### src/hw/rtl/gsa_pkg.sv
package gsa_pkg;

	localparam int GEN_W = 32;

	localparam logic [1:0] OP_ACQUIRE = 2'd0;
	localparam logic [1:0] OP_RELEASE = 2'd1;
	localparam logic [1:0] OP_READ    = 2'd2;

	localparam logic [1:0] ST_OK           = 2'd0;
	localparam logic [1:0] ST_NONE_FREE    = 2'd1;
	localparam logic [1:0] ST_NOT_IN_USE   = 2'd2;
	localparam logic [1:0] ST_BAD_POSITION = 2'd3;

	typedef struct packed {
		logic [1:0] opcode;
		logic [5:0] slot;
		logic [5:0] position;
	} cmd_t;

	typedef struct packed {
		logic [1:0]       status;
		logic [5:0]       slot_out;
		logic [GEN_W-1:0] generation;
		logic [6:0]       active_count;
	} result_t;

	function automatic result_t make_result(logic [1:0] st, logic [5:0] s,
			logic [GEN_W-1:0] g, logic [6:0] c);
		result_t r;
		r.status       = st;
		r.slot_out     = s;
		r.generation   = g;
		r.active_count = c;
		return r;
	endfunction

endpackage

### src/hw/rtl/gsa_ram.sv
module gsa_ram #(
	parameter int W = 8,
	parameter int D = 64
) (
	input  logic                 clk,
	input  logic                 we,
	input  logic [$clog2(D)-1:0] waddr,
	input  logic [W-1:0]         wdata,
	input  logic [$clog2(D)-1:0] raddr,
	output logic [W-1:0]         rdata
);

	logic [W-1:0] mem [D];
	logic [W-1:0] rdata_q;

	always_ff @(posedge clk) begin
		if (we) begin
			mem[waddr] <= wdata;
		end
	end

	always_ff @(posedge clk) begin
		rdata_q <= mem[raddr];
	end

	assign rdata = rdata_q;

endmodule

### src/hw/rtl/generational_slot_allocator.sv
// Generational slot allocator.
// Command channel: cmd is taken at a rising edge with start high and busy low.
// Opcodes: acquire pops the free stack, release returns a slot in use and bumps
// its generation, read returns the active list entry at cmd.position.
// Result channel: done is high for exactly one cycle with result valid; the
// receiver cannot stall, so each result is a transfer in that cycle.
// Path from the accepting edge to done: acquire passes decode, generation read and
// write; read passes decode, list read and output; no free slot, bad position and
// the unused opcode end in decode; release of a slot not in use ends in the check;
// release walks active list entries until the slot is found (at most the active count).
// The active list walk reads one entry per cycle through a single memory read
// port; busy stays high for the whole operation, and a new command can be
// accepted in the cycle done is shown.
// After reset busy stays high while the free stack is filled
// with SLOTS-1 down to 0 and the generation/in-use memory is cleared, one
// entry per cycle. Acquires after that hand out slots 0, 1, 2, ...
module generational_slot_allocator import gsa_pkg::*; #(
	parameter int SLOTS = 64
) (
	input  logic    clk,
	input  logic    arst_n,
	input  logic    start,
	output logic    busy,
	input  cmd_t    cmd,
	output logic    done,
	output result_t result
);

	localparam int IW = $clog2(SLOTS);
	localparam int CW = $clog2(SLOTS + 1);

	typedef enum logic [3:0] {
		S_INIT, S_IDLE, S_DECODE, S_ACQ_GEN, S_ACQ_WR,
		S_REL_CHK, S_REL_LAST, S_REL_SCAN, S_RD_GEN, S_RD_OUT
	} state_t;

	state_t           state_q;
	logic [IW-1:0]    init_q;
	cmd_t             cmd_q;
	logic [IW-1:0]    slot_q;
	logic [IW-1:0]    last_q;
	logic [IW-1:0]    scan_q;
	logic [CW-1:0]    free_q;
	logic [CW-1:0]    act_q;
	logic [GEN_W-1:0] gen_q;
	logic             done_q;
	result_t          result_q;

	logic             fs_we, gw_we, al_we;
	logic [IW-1:0]    fs_waddr, fs_raddr, gw_waddr, gw_raddr, al_waddr, al_raddr;
	logic [IW-1:0]    fs_wdata, fs_rdata, al_wdata, al_rdata;
	logic [GEN_W:0]   gw_wdata, gw_rdata;
	logic [GEN_W-1:0] gen_inc;

	assign gen_inc = gw_rdata[GEN_W-1:0] + GEN_W'(1);

	gsa_ram #(.W(IW), .D(SLOTS)) u_free_stack (
		.clk(clk), .we(fs_we), .waddr(fs_waddr), .wdata(fs_wdata),
		.raddr(fs_raddr), .rdata(fs_rdata)
	);

	// {in_use, generation} per slot
	gsa_ram #(.W(GEN_W + 1), .D(SLOTS)) u_gen_table (
		.clk(clk), .we(gw_we), .waddr(gw_waddr), .wdata(gw_wdata),
		.raddr(gw_raddr), .rdata(gw_rdata)
	);

	gsa_ram #(.W(IW), .D(SLOTS)) u_active_list (
		.clk(clk), .we(al_we), .waddr(al_waddr), .wdata(al_wdata),
		.raddr(al_raddr), .rdata(al_rdata)
	);

	always_comb begin
		fs_we    = 1'b0;
		fs_waddr = '0;
		fs_wdata = '0;
		fs_raddr = '0;
		gw_we    = 1'b0;
		gw_waddr = '0;
		gw_wdata = '0;
		gw_raddr = '0;
		al_we    = 1'b0;
		al_waddr = '0;
		al_wdata = '0;
		al_raddr = '0;
		case (state_q)
			S_INIT: begin
				fs_we    = 1'b1;
				fs_waddr = init_q;
				fs_wdata = IW'(SLOTS - 1) - init_q;
				gw_we    = 1'b1;
				gw_waddr = init_q;
			end
			S_DECODE: begin
				fs_raddr = IW'(free_q - CW'(1));
				gw_raddr = IW'(cmd_q.slot);
				al_raddr = IW'(cmd_q.position);
			end
			S_ACQ_GEN: begin
				gw_raddr = fs_rdata;
			end
			S_ACQ_WR: begin
				gw_we    = 1'b1;
				gw_waddr = slot_q;
				gw_wdata = {1'b1, gw_rdata[GEN_W-1:0]};
				al_we    = 1'b1;
				al_waddr = IW'(act_q);
				al_wdata = slot_q;
			end
			S_REL_CHK: begin
				if (gw_rdata[GEN_W]) begin
					gw_we    = 1'b1;
					gw_waddr = slot_q;
					gw_wdata = {1'b0, gen_inc};
					fs_we    = (32'(free_q) < SLOTS);
					fs_waddr = IW'(free_q);
					fs_wdata = slot_q;
				end
				al_raddr = IW'(act_q - CW'(1));
			end
			S_REL_LAST: begin
				al_raddr = '0;
			end
			S_REL_SCAN: begin
				al_raddr = scan_q + IW'(1);
				if (al_rdata == slot_q) begin
					al_we    = 1'b1;
					al_waddr = scan_q;
					al_wdata = last_q;
				end
			end
			S_RD_GEN: begin
				gw_raddr = al_rdata;
			end
			default: begin
			end
		endcase
	end

	always_ff @(posedge clk or negedge arst_n) begin
		if (!arst_n) begin
			state_q  <= S_INIT;
			init_q   <= '0;
			cmd_q    <= '0;
			slot_q   <= '0;
			last_q   <= '0;
			scan_q   <= '0;
			free_q   <= CW'(SLOTS);
			act_q    <= '0;
			gen_q    <= '0;
			done_q   <= 1'b0;
			result_q <= '0;
		end else begin
			done_q <= 1'b0;
			case (state_q)
				S_INIT: begin
					init_q <= init_q + IW'(1);
					if (init_q == IW'(SLOTS - 1)) begin
						state_q <= S_IDLE;
					end
				end
				S_IDLE: begin
					if (start) begin
						cmd_q   <= cmd;
						state_q <= S_DECODE;
					end
				end
				S_DECODE: begin
					case (cmd_q.opcode)
						OP_ACQUIRE: begin
							if (free_q == '0 || 32'(act_q) >= SLOTS) begin
								result_q <= make_result(ST_NONE_FREE, '0, '0, 7'(act_q));
								done_q   <= 1'b1;
								state_q  <= S_IDLE;
							end else begin
								free_q  <= free_q - CW'(1);
								state_q <= S_ACQ_GEN;
							end
						end
						OP_RELEASE: begin
							if (32'(cmd_q.slot) >= SLOTS) begin
								result_q <= make_result(ST_NOT_IN_USE, '0, '0, 7'(act_q));
								done_q   <= 1'b1;
								state_q  <= S_IDLE;
							end else begin
								slot_q  <= IW'(cmd_q.slot);
								state_q <= S_REL_CHK;
							end
						end
						OP_READ: begin
							if (32'(cmd_q.position) >= 32'(act_q)) begin
								result_q <= make_result(ST_BAD_POSITION, '0, '0, 7'(act_q));
								done_q   <= 1'b1;
								state_q  <= S_IDLE;
							end else begin
								state_q <= S_RD_GEN;
							end
						end
						default: begin
							result_q <= make_result(ST_OK, '0, '0, 7'(act_q));
							done_q   <= 1'b1;
							state_q  <= S_IDLE;
						end
					endcase
				end
				S_ACQ_GEN: begin
					slot_q  <= fs_rdata;
					state_q <= S_ACQ_WR;
				end
				S_ACQ_WR: begin
					act_q    <= act_q + CW'(1);
					result_q <= make_result(ST_OK, 6'(slot_q), gw_rdata[GEN_W-1:0],
						7'(act_q + CW'(1)));
					done_q   <= 1'b1;
					state_q  <= S_IDLE;
				end
				S_REL_CHK: begin
					if (!gw_rdata[GEN_W]) begin
						result_q <= make_result(ST_NOT_IN_USE, '0, '0, 7'(act_q));
						done_q   <= 1'b1;
						state_q  <= S_IDLE;
					end else begin
						gen_q <= gen_inc;
						if (32'(free_q) < SLOTS) begin
							free_q <= free_q + CW'(1);
						end
						if (act_q == '0) begin
							result_q <= make_result(ST_OK, 6'(slot_q), gen_inc, 7'(act_q));
							done_q   <= 1'b1;
							state_q  <= S_IDLE;
						end else begin
							state_q <= S_REL_LAST;
						end
					end
				end
				S_REL_LAST: begin
					last_q  <= al_rdata;
					scan_q  <= '0;
					state_q <= S_REL_SCAN;
				end
				S_REL_SCAN: begin
					if (al_rdata == slot_q) begin
						act_q    <= act_q - CW'(1);
						result_q <= make_result(ST_OK, 6'(slot_q), gen_q,
							7'(act_q - CW'(1)));
						done_q   <= 1'b1;
						state_q  <= S_IDLE;
					end else if (32'(scan_q) + 32'd1 >= 32'(act_q)) begin
						result_q <= make_result(ST_OK, 6'(slot_q), gen_q, 7'(act_q));
						done_q   <= 1'b1;
						state_q  <= S_IDLE;
					end else begin
						scan_q <= scan_q + IW'(1);
					end
				end
				S_RD_GEN: begin
					slot_q  <= al_rdata;
					state_q <= S_RD_OUT;
				end
				S_RD_OUT: begin
					result_q <= make_result(ST_OK, 6'(slot_q), gw_rdata[GEN_W-1:0], 7'(act_q));
					done_q   <= 1'b1;
					state_q  <= S_IDLE;
				end
				default: begin
					state_q <= S_IDLE;
				end
			endcase
		end
	end

	assign busy   = (state_q != S_IDLE);
	assign done   = done_q;
	assign result = result_q;

endmodule

### config.mk
export PLATFORM = sky130hd
export DESIGN_NAME = generational_slot_allocator
export DESIGN_NICKNAME = d
export VERILOG_FILES = /design/src/hw/rtl/gsa_pkg.sv /design/src/hw/rtl/gsa_ram.sv /design/src/hw/rtl/generational_slot_allocator.sv
export SDC_FILE = /design/constraint.sdc
export NUM_CORES = 2
export LEC_CHECK = 0
export BUFFER_PORTS_ARGS = -buffer_cell sky130_fd_sc_hd__clkbuf_2
export CAP_MARGIN = 40
export CORE_MARGIN = 4
export CORE_UTILIZATION = 49
export DETAILED_ROUTE_END_ITERATION = 7
export GPL_TIMING_DRIVEN = 0
export PLACE_DENSITY = 0.62
export SYNTH_ARGS = -nofsm -noshare
export SYNTH_HDL_FRONTEND = slang
export SYNTH_SLANG_ARGS = --single-unit
### constraint.sdc
create_clock -name clk -period 9.33 [get_ports clk]
set_input_delay 0 -clock clk [delete_from_list [all_inputs] [get_ports clk]]
set_output_delay 0 -clock clk [all_outputs]
set_load 0.01 [all_outputs]
# Yosys cells after proc, flatten, opt, wreduce, memory -nomap -nowiden

Memory sizes are Yosys's and may differ from the RTL's. A register that Yosys moved wholly into a read port is not among the register bits.
Index checks and enable logic that the tools add are counted.

Memory bits (read-only): 0
Latch bits: 0
Flip-flop bits (word level): 136
Logic and storage cells: 145
Memories kept: 3
Bits in writable memories: 2880

Div/mod/pow operators: 0
Multiplexer cells: 64
Equality and inequality tests: 29
$mul: 0
Magnitude comparators: 4
Reduce and logical (&&, ||, !) cells: 20
Shifts and indexed selects: 0
Bitwise logic cells: 0
$add $sub $neg: 9

Memory list:

| memory            | depth | width | rd ports | clocked after Yosys merged registers in | write ports | RTL line      | source |
|---|---|---|---|---|---|---|---|
| u_gen_table.mem   | 64    | 33    | 1        | 1                                       | 1           | gsa_ram.sv:13 | `logic [W-1:0] mem [D];` |
| u_active_list.mem | 64    | 6     | 1        | 1                                       | 1           | gsa_ram.sv:13 |  |
| u_free_stack.mem  | 64    | 6     | 1        | 1                                       | 1           | gsa_ram.sv:13 |  |

Operators by type and width:

| cell                    | count |
|---|---|
| $mux W47                | 6 |
| $pmux W47 S5            | 1 |
| $pmux W47 S3            | 1 |
| $pmux W6 S3             | 4 |
| $pmux W33 S2            | 1 |
| $pmux W6 S2             | 5 |
| $mux W6                 | 8 |
| $mux W7                 | 5 |
| $add A32 B1 Y32 const B | 1 |
| $mux W32                | 1 |
| $pmux W4 S8             | 1 |
| $pmux W7 S2             | 2 |
| $mux W4                 | 5 |
| $eq A4 B3 Y1 const B    | 4 |
| $ne A2 B2 Y1 const B    | 8 |
| $mux W1                 | 15 |
| $add A7 B1 Y7 const B   | 2 |
| $logic_not A7 Y1        | 2 |
| $sub A7 B1 Y7 const B   | 2 |
| $add A6 B1 Y6 const B   | 2 |
| $ne A3 B3 Y1 const B    | 4 |
| $pmux W4 S3             | 1 |
| $eq A4 B2 Y1 const B    | 2 |
| $eq A4 B4 Y1 const B    | 2 |
| other kinds (29)        | 41 |

# Logic depth before layout (Yosys ltp)

Depth after elaboration: 5
Gate-level depth with buffers: 15
Mapped depth without buffers: 10

# By module

A second synthesis with hierarchy kept.

Cells, all modules: 6020
Area total of the unflattened synthesis: 120329.2 sq um

Modules (own cells, without submodules):

| module                       | cells an instance | sequential area each (sq um) | area each (sq um) | instances |
|---|---|---|---|---|
| gsa_ram at u_gen_table       | 3598              | 64081.5                      | 81192.9           | 1 |
| gsa_ram at u_active_list ... | 720               | 11651.2                      | 15225.9           | 2 |
| generational_slot_allocator  | 982               | 3404.5                       | 8684.6            | 1 |

# Worst setup path before layout

No wires, ideal clock.

Path type: reg-to-reg
Start: reg u_gen_table.rdata_q[0], in the netlist u_gen_table.rdata[0] (read register of u_gen_table.mem)
End: mem u_gen_table.mem[0][28] (netlist bit) (data pin)
Setup slack: 3.986 ns
Cell stages (with the launch flop): 9
Data arrival time: 4.623 ns
Path buffers: 1
Data required time: 8.609 ns
Path through: dfxtp_1 -> ha_1 -> and3_1 -> clkbuf_1 -> nand2_1 -> or4_1 -> nor2_2 -> nand3_1 -> o31ai_1

Longest elaborated chain between the ends: 3

Ends and longest elaborated chain:

| what                   | RTL line                           | source |
|---|---|---|
| from (decl)            | gsa_ram.sv:14                      | `logic [W-1:0] rdata_q;` |
| $add A32 B1 Y32        | generational_slot_allocator.sv:55  | `assign gen_inc = gw_rdata[GEN_W-1:0] + GEN_W'(1);` |
| $mux W32               | generational_slot_allocator.sv:111 | `if (gw_rdata[GEN_W]) begin` |
| $pmux W33 S2           | generational_slot_allocator.sv:86  | `case (state_q)` |
| named net gw_wdata[28] | generational_slot_allocator.sv:52  | `logic [GEN_W:0] gw_wdata, gw_rdata;` |
| to (decl)              | gsa_ram.sv:13                      |  |

The timed path passes the listed nets, and every way through them passes these cells.

# Final worst setup path

Start: reg state_q[0]
End: reg u_gen_table.rdata_q[1], in the netlist u_gen_table.rdata[1] (read register of u_gen_table.mem)

Longest elaborated chain between the ends: 2

Ends and longest elaborated chain:

| what                                         | RTL line                           | source |
|---|---|---|
| from (decl)                                  | generational_slot_allocator.sv:37  | `state_t state_q;` |
| from (signal assigned)                       | generational_slot_allocator.sv:142 | `state_q <= S_INIT;` |
| from (signal assigned)                       | generational_slot_allocator.sv:159 | `state_q <= S_IDLE;` |
| from (signal assigned)                       | generational_slot_allocator.sv:165 | `state_q <= S_DECODE;` |
| $eq A4 B4 Y1 or $eq A4 B2 Y1 (tied branches) | generational_slot_allocator.sv:86  |  |
| $pmux W6 S3 *                                | generational_slot_allocator.sv:86  |  |

Every way passes the cells marked *; elsewhere a longest branch is shown, timed or not.
A chain may end at the register's enable or synchronous reset.

==> run metrics <==
Design Power 0.0431 W; Setup crit end kind flop; Die Y 509 µm; Hold WC Path Type in2reg; Tcrit/Tclk final 0.614; WP data arrival 6560 ps; Iteration-0 DRC Markers 12656; number of library cell types mapped by synthesis just over 80; Synth Instances between 9000 and 10000; vias 85967; Post-synth EDFFs 2880; drt drc 0; Starting Density 0.493; RSZ-0062 raised after global routing false; final wirelength about 430000 µm; slowest stage delay, CP ~850 ps; Synth Area per Inst around 13 µm²; crit path max-delay cell type a41oi_1; flops & latches, synth a little over 3000; CTS sink count slightly above 3000; CP Data Required Time 10170 ps; fin nets just over 10000; Overflow after GRT 0; Critical Path, Cell by Cell buf_2 -> nor4b_2 -> buf_2 -> a21o_1 -> buf_2 -> clkbuf_1 -> buf_16 -> clkbuf_1 -> nand2_1 -> a22oi_1 -> nand2_1 -> a41oi_1 -> or4_1; fmax around 0.17 GHz; dominant cell type by area after synthesis edfxtp_1; main combinational cell family by area after synthesis simple AND/OR/NAND/NOR gates; Slew Limit Headroom 0.268; Worst path most repeated cell buf_2; Vias/cell 6.29; Seq/Total Area, Yosys 0.739; io pins 66; clk_lat worst skew 1000 ps; CTS tree yes; die width 509 µm; die area roughly 260000 µm²; Startpoint Class flop; DP HPWL 307000 µm; area grow syn2layout 17.3%; PD cells about 300 nW/µm²; top_reg_cell synth edfxtp_1; Final WS setup 3600 ps; vias in the first global route 81634; # fillers 19790; Setup Skew 73.7 ps; H-tree levels 5; number of gates resized after CTS 0; largest net degree at the start of global routing just over 90; initial antenna violation count 29; cts bufs inserted 332; Warnings, synthesis 0; Post-Synth XOR/XNOR Area 0.00428; post-synthesis mux area share 0.0125; CP Max Fanout 10; Max Slew Vio Count 0; first-pass GRT wire length 597000 µm; post-synthesis instance area 123000 µm²; FFs w/ async S/R, synth 0.0444; Pre-Repair DR Iteration Count 8; # rows 183; IO buf count 65; post-synthesis compound-gate area fraction 0.100; layout cells sized above 1 0.115; GP Congestion 1.00; top cells by area, synth edfxtp_1, nand2_1, a21oi_1; synthesized-area fraction occupied by adder cells 0.00214; CTS root buffer clkbuf_16; metal2 WL 192000 µm; clock buffer depth 4; Hold Violations, Final 0; Top Metal Used met5; syn_nets 9389; post-route ant nets 0; Leak 47.6 nW; Hold Worst Slack 82.7 ps; Period minus WS final 5730 ps; post-synthesis simple-gate area fraction 0.118; Setup WS pre-CTS about 4000 ps; met1 wire length 159000 µm; final setup fails 0; CTS clk-pin slew, worst paths around 60 ps; Slew @ Worst Pin 1100 ps; core area roughly 250000 µm²; Wirelength per Cell 31.3 µm; Peak VDD IR 0.000209 V; Final Core Density 0.578; top-area cell type share of the netlist area 0.704; Tot GR Track Use 0.323; Reg2Reg Setup Slack ~3600 ps; Setup CP Type reg2reg; DR WL met3 49500 µm; max_cap viols 0; outcome finished, final reports clean
## timing repair
item	in CTS	in global routing
buffers inserted	0	0
endpoints found under the hold margin	152	0
endpoints found under the setup margin	0	0
hold buffers	37	0
## metrics by stage
stage | cells | instance area [µm²] | setup TNS, ps
finish | 13676 | 144000 | 0
global route | 13662 | 144000 | 0
CTS | 13647 | 144000 | 0
detailed placement | 13025 | 133000 | 0
global placement | 12746 | 127000 | -1643130
floorplan | 9351 | 123000 | 0
## routing by layer
layer | global-route usage | up-vias
met3 | 0.0826 | 1083
met2 | 0.494 | 5464
li1 | - | 36468
met5 | 0.00537 | -
met4 | 0.175 | 15
met1 | 0.426 | 42937
## worst max-delay path: cells and delay by family, from the launching register on
family                 cells  cell delay, ps
buffers and inverters      6            2600
AO/OA/AOI/OAI              3            1330
AND/OR/NAND/NOR            4            1250
flip-flops                 1             390
## path summary, 6_finish.rpt
| check | cells after the start | start | end |
|---|---|---|---|
| max | 13 | state_q[0] | u_gen_table.rdata[1] |
| min | 4 | start | state_q[0] |
| max reg2reg | 13 | state_q[0] | u_gen_table.rdata[1] |
| min reg2reg | 2 | gen_q[1] | gen_q[1] |
| max in group asynchronous | 5 | arst_n | result[35] |
| min in group asynchronous | 4 | arst_n | act_q[3] |
## cell usage after synthesis (54+ instances only)
cell,n
nand2_1,2321
a32oi_1,139
edfxtp_1,2880
o21ai_0,126
nor3_1,59
or3_1,69
clkbuf_1,414
o211ai_1,66
dfrtp_1,135
a21oi_1,955
buf_2,138
a31oi_1,93
mux2_2,61
a22oi_1,274
buf_1,77
nor2_1,281
a311oi_1,54
nand3_1,544
## cell usage in the layout (no fill, tap or decap), types with 25 or more instances in the layout
master / instances
o211ai_1: 66
clkinv_2: 57
or4_1: 35
dlygate4sd3_1: 36
xor2_1: 29
xnor2_1: 31
buf_6: 42
buf_1: 77
a31oi_1: 93
mux2_2: 61
nand2_1: 2319
clkinv_1: 68
nand3_1: 544
a32oi_1: 139
clkbuf_16: 340
buf_4: 47
inv_1: 29
or3_1: 69
buf_8: 68
o311ai_0: 36
clkbuf_1: 479
and3_1: 51
a41oi_1: 33
dfrtp_1: 135
nor2_4: 64
a21oi_1: 955
a22oi_1: 274
buf_12: 79
nor2_1: 217
a311oi_1: 54
a221o_1: 25
mux2i_1: 35
edfxtp_1: 2880
o21ai_0: 112
buf_16: 75
dfxtp_1: 45
nor3_1: 57
buf_2: 142
clkbuf_2: 70
## flip-flops by register name, summed over array words and instances (netlist names), 14 cells and up
name,cells
u_gen_table.mem,2112
u_active_list.mem,384
u_free_stack.mem,384
result,47
u_gen_table.rdata,33
gen_q,32
cmd_q,14
## logic make-up (layout without fill, tap and decap cells)
logic type               count (synthesis)  after routing
XOR/XNOR                                60             60
flip-flops                            3061           3061
multiplexers                           118            118
buffers and inverters                  689           1664
AND/OR/NAND/NOR                       3456           3456
other                                    0             20
adder cells (fa/ha/maj)                 21             21
AO/OA/AOI/OAI                         1946           1946
## power breakdown
part	internal [W]	switching (W)
registers	0.0168	0.000601
logic	0.00353	0.00959
clock network	0.00724	0.00532
total	0.0276	0.0155
## final cells by class
cell class                      count  area (µm²)  area share
Antenna cell                       20        50.0    0.000347
Clock inverter                    166        1300     0.00903
Sequential cell                  3061       90800       0.630
Multi-Input combinational cell   5601       30000       0.208
Timing Repair Buffer              390        5950      0.0413
Inverter                           30         113    0.000781
Buffer                            659        2830      0.0197
Clock buffer                      419        8880      0.0616
Tap cell                         3330        4170      0.0289
Power figures use the tool's default switching activity.
